--- config.mk ---
export PLATFORM = sky130hd
export DESIGN_NAME = chipset_interrupt_register_block
export DESIGN_NICKNAME = d
export VERILOG_FILES = /design/src/rtl/core/cirb_pkg.sv /design/src/rtl/core/chipset_interrupt_register_block.sv /design/src/rtl/core/cirb_in_stage.sv /design/src/rtl/core/cirb_core.sv /design/src/rtl/core/cirb_out_stage.sv
export VERILOG_INCLUDE_DIRS = /design/src /design/src/rtl/core
export SDC_FILE = /design/constraint.sdc
export NUM_CORES = 1
export LEC_CHECK = 0
export BUFFER_PORTS_ARGS = -buffer_cell sky130_fd_sc_hd__buf_4
export CORE_MARGIN = 2
export CORE_UTILIZATION = 34
export CTS_CLUSTER_SIZE = 25
export DETAILED_ROUTE_END_ITERATION = 16
export PLACE_DENSITY = 0.58
export SYNTH_ARGS = -nofsm -noshare
export SYNTH_HDL_FRONTEND = slang
export SYNTH_SLANG_ARGS = --single-unit
--- constraint.sdc ---
create_clock -name clock -period 6.33 [get_ports clock]
set_input_delay 1.899 -clock clock [delete_from_list [all_inputs] [get_ports clock]]
set_output_delay 1.899 -clock clock [all_outputs]
set_load 0.03 [all_outputs]
--- src/rtl/core/assert_macros.svh ---
// Assertion helpers shared by the RTL
`ifndef ASSERT_MACROS_SVH
`define ASSERT_MACROS_SVH

// Check prop at every clock edge outside reset
`define CHECK_ALWAYS(label, clk, rst, prop) \
   label: assert property (@(posedge clk) disable iff (rst) (prop)) \
      else $error("check failed");

// Check that ante is followed by cons on the next edge
`define CHECK_NEXT(label, clk, rst, ante, cons) \
   label: assert property (@(posedge clk) disable iff (rst) (ante) |=> (cons)) \
      else $error("check failed");

`endif

--- src/rtl/core/cirb_pkg.sv ---
package cirb_pkg;

   localparam int unsigned IRQ_LINES         = 32;
   localparam int unsigned BUS_ERROR_BIT_POS = 8;

   localparam logic [1:0] OP_READ  = 2'd0;
   localparam logic [1:0] OP_WRITE = 2'd1;
   localparam logic [1:0] OP_EVENT = 2'd2;
   localparam logic [1:0] OP_TICK  = 2'd3;

   localparam logic [4:0] REG_IRR     = 5'd0;
   localparam logic [4:0] REG_IMR     = 5'd1;
   localparam logic [4:0] REG_IPR     = 5'd2;
   localparam logic [4:0] REG_ICR     = 5'd3;
   localparam logic [4:0] REG_IAR     = 5'd4;
   localparam logic [4:0] REG_RTC     = 5'd11;
   localparam logic [4:0] REG_PCR     = 5'd13;
   localparam logic [4:0] REG_ERRLOG  = 5'd16;
   localparam logic [4:0] REG_AMR     = 5'd17;
   localparam logic [4:0] REG_LAST    = REG_AMR;

   localparam logic [31:0] MSG_ADDR_RESET = 32'hFFFB_0003;
   localparam logic [31:0] POWER_OFF_CODE = 32'h0000_0002;
   localparam logic [31:0] LOW5_MASK      = 32'h0000_001F;
   localparam logic [31:0] BUS_ERR_MASK   = 32'h1 << BUS_ERROR_BIT_POS;

   typedef struct packed {
      logic [1:0]  op;
      logic [4:0]  reg_index;
      logic [31:0] write_data;
      logic [4:0]  irq_line;
      logic        irq_level;
   } req_type;

   typedef struct packed {
      logic [31:0] read_data;
      logic        access_error;
      logic        msg_valid;
      logic [31:0] msg_address;
      logic [4:0]  msg_data;
      logic        power_off;
   } rsp_type;

endpackage

--- src/rtl/core/chipset_interrupt_register_block.sv ---
// A word waits in the input register until advance moves it into the result register.
// Throughput: one word per cycle when rsp_stall is low; each stage holds one word.
// The register file updates in the same cycle as the word moves into the result register.
// Reset (synchronous, active high) empties both stages and returns all registers to
// zero, but the message address register, which returns to 0xFFFB0003.
`include "assert_macros.svh"

module chipset_interrupt_register_block (
   input  logic              clock,
   input  logic              reset,
   input  logic              req_valid,
   output logic              req_stall,
   input  cirb_pkg::req_type req_data,
   output logic              rsp_valid,
   input  logic              rsp_stall,
   output cirb_pkg::rsp_type rsp_data
);

   logic              advance;
   logic              stage_valid;
   cirb_pkg::req_type stage_data;
   cirb_pkg::rsp_type result;
   logic              rsp_msg;

   assign rsp_msg = rsp_valid && rsp_data.msg_valid;

   cirb_in_stage u_in_stage (
      .clock       (clock),
      .reset       (reset),
      .req_valid   (req_valid),
      .req_stall   (req_stall),
      .req_data    (req_data),
      .advance     (advance),
      .stage_valid (stage_valid),
      .stage_data  (stage_data)
   );

   cirb_core u_core (
      .clock  (clock),
      .reset  (reset),
      .fire   (stage_valid && advance),
      .item   (stage_data),
      .result (result)
   );

   cirb_out_stage u_out_stage (
      .clock       (clock),
      .reset       (reset),
      .stage_valid (stage_valid),
      .result      (result),
      .advance     (advance),
      .rsp_valid   (rsp_valid),
      .rsp_stall   (rsp_stall),
      .rsp_data    (rsp_data)
   );

   `CHECK_NEXT(a_accept_fills_stage, clock, reset, req_valid && !req_stall, stage_valid)
   `CHECK_ALWAYS(a_msg_addr_aligned, clock, reset, !rsp_msg || (rsp_data.msg_address[4:0] == 5'd0))
   `CHECK_ALWAYS(a_msg_not_on_error, clock, reset, !(rsp_msg && rsp_data.access_error))
   `CHECK_NEXT(a_advance_loads_result, clock, reset, stage_valid && advance, rsp_valid)

endmodule

--- src/rtl/core/cirb_in_stage.sv ---
module cirb_in_stage (
   input  logic              clock,
   input  logic              reset,
   input  logic              req_valid,
   output logic              req_stall,
   input  cirb_pkg::req_type req_data,
   input  logic              advance,
   output logic              stage_valid,
   output cirb_pkg::req_type stage_data
);

   logic              valid_ff;
   logic              valid_in;
   cirb_pkg::req_type data_ff;
   cirb_pkg::req_type data_in;

   assign req_stall   = valid_ff && !advance;
   assign stage_valid = valid_ff;
   assign stage_data  = data_ff;

   always_comb begin
      valid_in = valid_ff;
      data_in  = data_ff;
      if (!req_stall) begin
         valid_in = req_valid;
      end
      if (req_valid && !req_stall) begin
         data_in = req_data;
      end
   end

   always_ff @(posedge clock) begin
      if (reset) begin
         valid_ff <= 1'b0;
      end else begin
         valid_ff <= valid_in;
      end
      data_ff <= data_in;
   end

endmodule

--- src/rtl/core/cirb_core.sv ---
module cirb_core (
   input  logic              clock,
   input  logic              reset,
   input  logic              fire,
   input  cirb_pkg::req_type item,
   output cirb_pkg::rsp_type result
);

   logic [31:0] irr_ff, irr_in;
   logic [31:0] imr_ff, imr_in;
   logic [31:0] ipr_ff, ipr_in;
   logic [31:0] icr_ff, icr_in;
   logic [31:0] iar_ff, iar_in;
   logic [31:0] errlog_ff, errlog_in;
   logic [31:0] amr_ff, amr_in;
   logic [31:0] offset_ff, offset_in;
   logic [31:0] seconds_ff, seconds_in;
   logic [31:0] line_bit;
   logic        line_ok;

   assign line_bit = 32'h1 << item.irq_line;
   assign line_ok  = item.irq_level
                     && ({1'b0, item.irq_line} < 6'(cirb_pkg::IRQ_LINES));

   always_comb begin
      irr_in     = irr_ff;
      imr_in     = imr_ff;
      ipr_in     = ipr_ff;
      icr_in     = icr_ff;
      iar_in     = iar_ff;
      errlog_in  = errlog_ff;
      amr_in     = amr_ff;
      offset_in  = offset_ff;
      seconds_in = seconds_ff;
      result     = '0;
      case (item.op)
         cirb_pkg::OP_READ: begin
            if (item.reg_index > cirb_pkg::REG_LAST) begin
               result.access_error = 1'b1;
            end else begin
               unique case (item.reg_index)
                  cirb_pkg::REG_IRR: result.read_data = irr_ff;
                  cirb_pkg::REG_IMR: result.read_data = imr_ff;
                  cirb_pkg::REG_IPR: begin
                     result.read_data = ipr_ff;
                     ipr_in           = '0;
                  end
                  cirb_pkg::REG_ICR: result.read_data = icr_ff & cirb_pkg::BUS_ERR_MASK;
                  cirb_pkg::REG_IAR: result.read_data = iar_ff;
                  cirb_pkg::REG_RTC: result.read_data = seconds_ff + offset_ff;
                  cirb_pkg::REG_ERRLOG: result.read_data = errlog_ff;
                  cirb_pkg::REG_AMR: result.read_data = amr_ff;
                  default: result.read_data = '0;
               endcase
            end
         end
         cirb_pkg::OP_WRITE: begin
            if (item.reg_index > cirb_pkg::REG_LAST) begin
               result.access_error = 1'b1;
            end else begin
               unique case (item.reg_index)
                  cirb_pkg::REG_IMR: imr_in = item.write_data;
                  cirb_pkg::REG_IPR: ipr_in = '0;
                  cirb_pkg::REG_ICR: icr_in = item.write_data;
                  cirb_pkg::REG_IAR: iar_in = item.write_data;
                  cirb_pkg::REG_RTC: offset_in = item.write_data - seconds_ff;
                  cirb_pkg::REG_PCR: begin
                     result.power_off = (item.write_data == cirb_pkg::POWER_OFF_CODE);
                  end
                  cirb_pkg::REG_ERRLOG: errlog_in = item.write_data;
                  cirb_pkg::REG_AMR: amr_in = item.write_data;
                  default: ;
               endcase
            end
         end
         cirb_pkg::OP_EVENT: begin
            if (line_ok) begin
               ipr_in = ipr_ff | line_bit;
               if ((line_bit & imr_ff) != '0) begin
                  irr_in = irr_ff | line_bit;
                  if ((icr_ff & cirb_pkg::BUS_ERR_MASK) == '0) begin
                     result.msg_valid   = 1'b1;
                     result.msg_address = iar_ff & ~cirb_pkg::LOW5_MASK;
                     result.msg_data    = iar_ff[4:0];
                  end
               end
            end
         end
         default: begin
            seconds_in = seconds_ff + 32'd1;
         end
      endcase
   end

   always_ff @(posedge clock) begin
      if (reset) begin
         irr_ff     <= '0;
         imr_ff     <= '0;
         ipr_ff     <= '0;
         icr_ff     <= '0;
         iar_ff     <= cirb_pkg::MSG_ADDR_RESET;
         errlog_ff  <= '0;
         amr_ff     <= '0;
         offset_ff  <= '0;
         seconds_ff <= '0;
      end else if (fire) begin
         irr_ff     <= irr_in;
         imr_ff     <= imr_in;
         ipr_ff     <= ipr_in;
         icr_ff     <= icr_in;
         iar_ff     <= iar_in;
         errlog_ff  <= errlog_in;
         amr_ff     <= amr_in;
         offset_ff  <= offset_in;
         seconds_ff <= seconds_in;
      end
   end

endmodule

--- src/rtl/core/cirb_out_stage.sv ---
module cirb_out_stage (
   input  logic              clock,
   input  logic              reset,
   input  logic              stage_valid,
   input  cirb_pkg::rsp_type result,
   output logic              advance,
   output logic              rsp_valid,
   input  logic              rsp_stall,
   output cirb_pkg::rsp_type rsp_data
);

   logic              valid_ff;
   logic              valid_in;
   cirb_pkg::rsp_type data_ff;
   cirb_pkg::rsp_type data_in;

   assign advance   = !valid_ff || !rsp_stall;
   assign rsp_valid = valid_ff;
   assign rsp_data  = data_ff;

   always_comb begin
      valid_in = valid_ff;
      data_in  = data_ff;
      if (advance) begin
         valid_in = stage_valid;
         if (stage_valid) begin
            data_in = result;
         end
      end
   end

   always_ff @(posedge clock) begin
      if (reset) begin
         valid_ff <= 1'b0;
      end else begin
         valid_ff <= valid_in;
      end
      data_ff <= data_in;
   end

endmodule

==> results.md <==
- Yosys cell types: 84
- Hold/Removal Path Class: flop to flop
- Avg Synthesized Cell Area: 8.94 um2
- Period minus WS final: 4.34 ns
- Reg clk slew, reported paths: 0.06 ns
- Number of synthesized flops with an enable pin: 112
- CP endpoint kind: output pin
- Clk sinks: 371
- H-tree levels: 2
- YS warnings: 0
- Layout cells sized above 1: 0.119
- CP max stage delay: 0.24 ns
- Post-CTS Resized: 0
- Leak: 0.00738 uW
- Root Buffer: clkbuf_16
- Most frequent cells in the layout: 370 x nand2_1, 259 x dfxtp_1, 234 x a21oi_1, 145 x nor2_1, 138 x buf_4
- Initial DRT Pass Iterations: 5
- Total wire length: 58000 um
- Fin crit share: 0.686
- Placed insts: 2687
- Critical path arrival: 2.44 ns
- Via density: 5.50
- FFs w/ async S/R, synth: 0
- Final non-filler cell total: 2765
- Area Growth Syn to Fin: 16.7%
- Remaining DRCs: 0
- Number of global-route vias before repair: 14754
- WP data required: 4.43 ns
- First-pass GRT wire length: 87500 um
- Maximum number of pins on one net before global-route repair: 94
- Die Height: 232 um
- Dpl hpwl: 39300 um
- Unrepaired setup endpoints after global routing: false
- Gate Count Post-Synth: 1984
- Setup violators final: 0
- Status: complete, no violations
- Initial core utilization: 0.345
- CTS buffer count: 42
- Post-CTS Setup Bufs: 0
- Synthesis-stage register bit count: 371
- Core Rows: 83
- Hold_sp: u_core.errlog_ff[30]
- Die width: 232 um
- Final hold vios: 0
- Final Total Pwr: 5480 uW
- TritonCTS clock tree: done
- PortBufs: 117
- Final Max Slew Viols: 0
- Net count, final: 2165
- Leading cell type in the layout, fill and taps excluded: nand2_1
- Antenna cells: 0
- Routed WL per cell: 21.0 um
- Die ar.: 0.0540 mm2
- Ys flop type: dfxtp_1
- Initial antenna violation count: 0
- Gp weighted congestion: 0.863
- Crit path from: rsp_stall
- Sequence of cells on the critical path: buf_4 -> and3_1 -> buf_4
- Filler Cell Count: 5153
- Hold-fix buffer count after cts: 0
- Worst Tran Pin Value: 1.11 ns
- Slowest CP cell: and3_1
- Rel. slew slack: 0.262
- Cell area after synthesis: 0.0177 mm2
- Drt first-iter violations: 1598
- Clock buffer depth: 3
- Critical path fanouts, max: 3
- Pwr dens: 265 mW/mm2
- Cell mode on critical path: buf_4
- DRT antenna net count: 0
- Setup TNS: 0 ns
- Critical path startpoint category: input port
- Max Cap Violations: 0
- Grt ovf: 0
- Vias: 15217
- Worst Skew: 0.0307 ns
- Reg2reg start: u_in_stage.stage_data[4]
- Core footprint: 0.0515 mm2
- Tot GR Track Use: 0.212
- Fmax: 230 MHz
- Peak supply drop: 0.173 mV
- Io pins: 123
- Clk_lat worst skew: 0.59 ns
- Post-synthesis sequential area ratio: 0.482
- Crit path kind: input port to output pin
-- final cells by class --
class	instances	area (um2)	share of cell area
Tap cell	680	851	0.0411
Timing Repair Buffer	139	1050	0.0506
Clock buffer	55	1180	0.0571
Multi-Input combinational cell	1441	8560	0.414
Sequential cell	371	8550	0.413
Clock inverter	23	302	0.0146
Inverter	56	210	0.0102
-- state kept, by name, indices dropped and copies added, names as in the netlist, 32 cells and up --
| name | count |
|---|---|
| u_core.iar_ff | 32 |
| u_core.offset_ff | 32 |
| u_core.seconds_ff | 32 |
| u_core.irr_ff | 32 |
| u_out_stage.rsp_data | 67 |
| u_core.ipr_ff | 32 |
| u_core.imr_ff | 32 |
| u_core.errlog_ff | 32 |
| u_in_stage.stage_data | 45 |
| u_core.amr_ff | 32 |
-- path summary, 6_finish.rpt --
kind	to	slack [ns]	cells after the start
setup / recovery	req_stall	1.99	3
hold / removal	u_core.errlog_ff[30]	0.46	2
setup reg to reg	u_core.irr_ff[26]	2.76	9
hold reg to reg	u_core.errlog_ff[30]	0.46	2
-- worst max-delay path, delay by kind of cell --
family / cells / cell delay [ns]
buffers and inverters: 2 / 0.30
and+or+nand+nor: 1 / 0.24
-- power breakdown --
| part | internal (uW) | switching (uW) | leakage (uW) | total [uW] |
|---|---|---|---|---|
| registers | 2490 | 64.5 | 0.00317 | 2550 |
| clock network | 1570 | 1050 | 0.000717 | 2630 |
| logic | 106 | 203 | 0.00350 | 309 |
-- metal layers --
layer  part of all wire  vias up  GRT usage  wire length [um]
met5                  0        -          0                 0
met4              0.031        0     0.0744              1800
met3              0.085      114     0.0404              4950
met2               0.44      700      0.335             25800
met1               0.44     7215      0.288             25500
li1                   -     7188          -                 -
-- Yosys cell counts (all sizes together) (15+ instances only) --
master    n  area share
xor2     24       0.012
clkbuf   88       0.019
and2     44       0.016
edfxtp  112        0.19
nand3b   24       0.010
o21ai    43       0.012
nand4    15      0.0056
nor3     34       0.010
inv      56       0.012
nor2b    17      0.0060
dfxtp   259        0.29
nand2   374       0.079
ha       63       0.044
a21o     32       0.014
a22oi    41       0.017
a22o     27       0.013
xnor2    52       0.026
o22ai    17      0.0060
a221oi   29       0.015
nor2    148       0.032
buf      32      0.0096
nand3    27      0.0079
a31oi    39       0.014
a21oi   235       0.066
-- through the flow --
stage	setup slack, ns	area, um2	hold WS, ns	utilization
final	1.99	20700	0.455	0.402
after global placement	1.75	19200	0.441	0.373
after detailed placement	1.71	19200	0.447	0.373
after floorplan	0.883	17800	0.433	-
after global routing	1.96	20700	0.470	0.402
after CTS	1.99	20700	0.457	0.402
-- cell families (layout without fill, tap and decap cells) --
group,after synthesis,in the layout,synth area share
AND/OR/NAND/NOR,748,748,0.193
AO/OA/AOI/OAI,534,534,0.193
flip-flops,371,371,0.482
buffers and inverters,176,273,0.0400
XOR/XNOR,76,76,0.0375
adder cells (fa/ha/maj),65,65,0.0467
multiplexers,13,13,0.00776
other,1,5,0.000211
(Power assumes the default switching activity.)
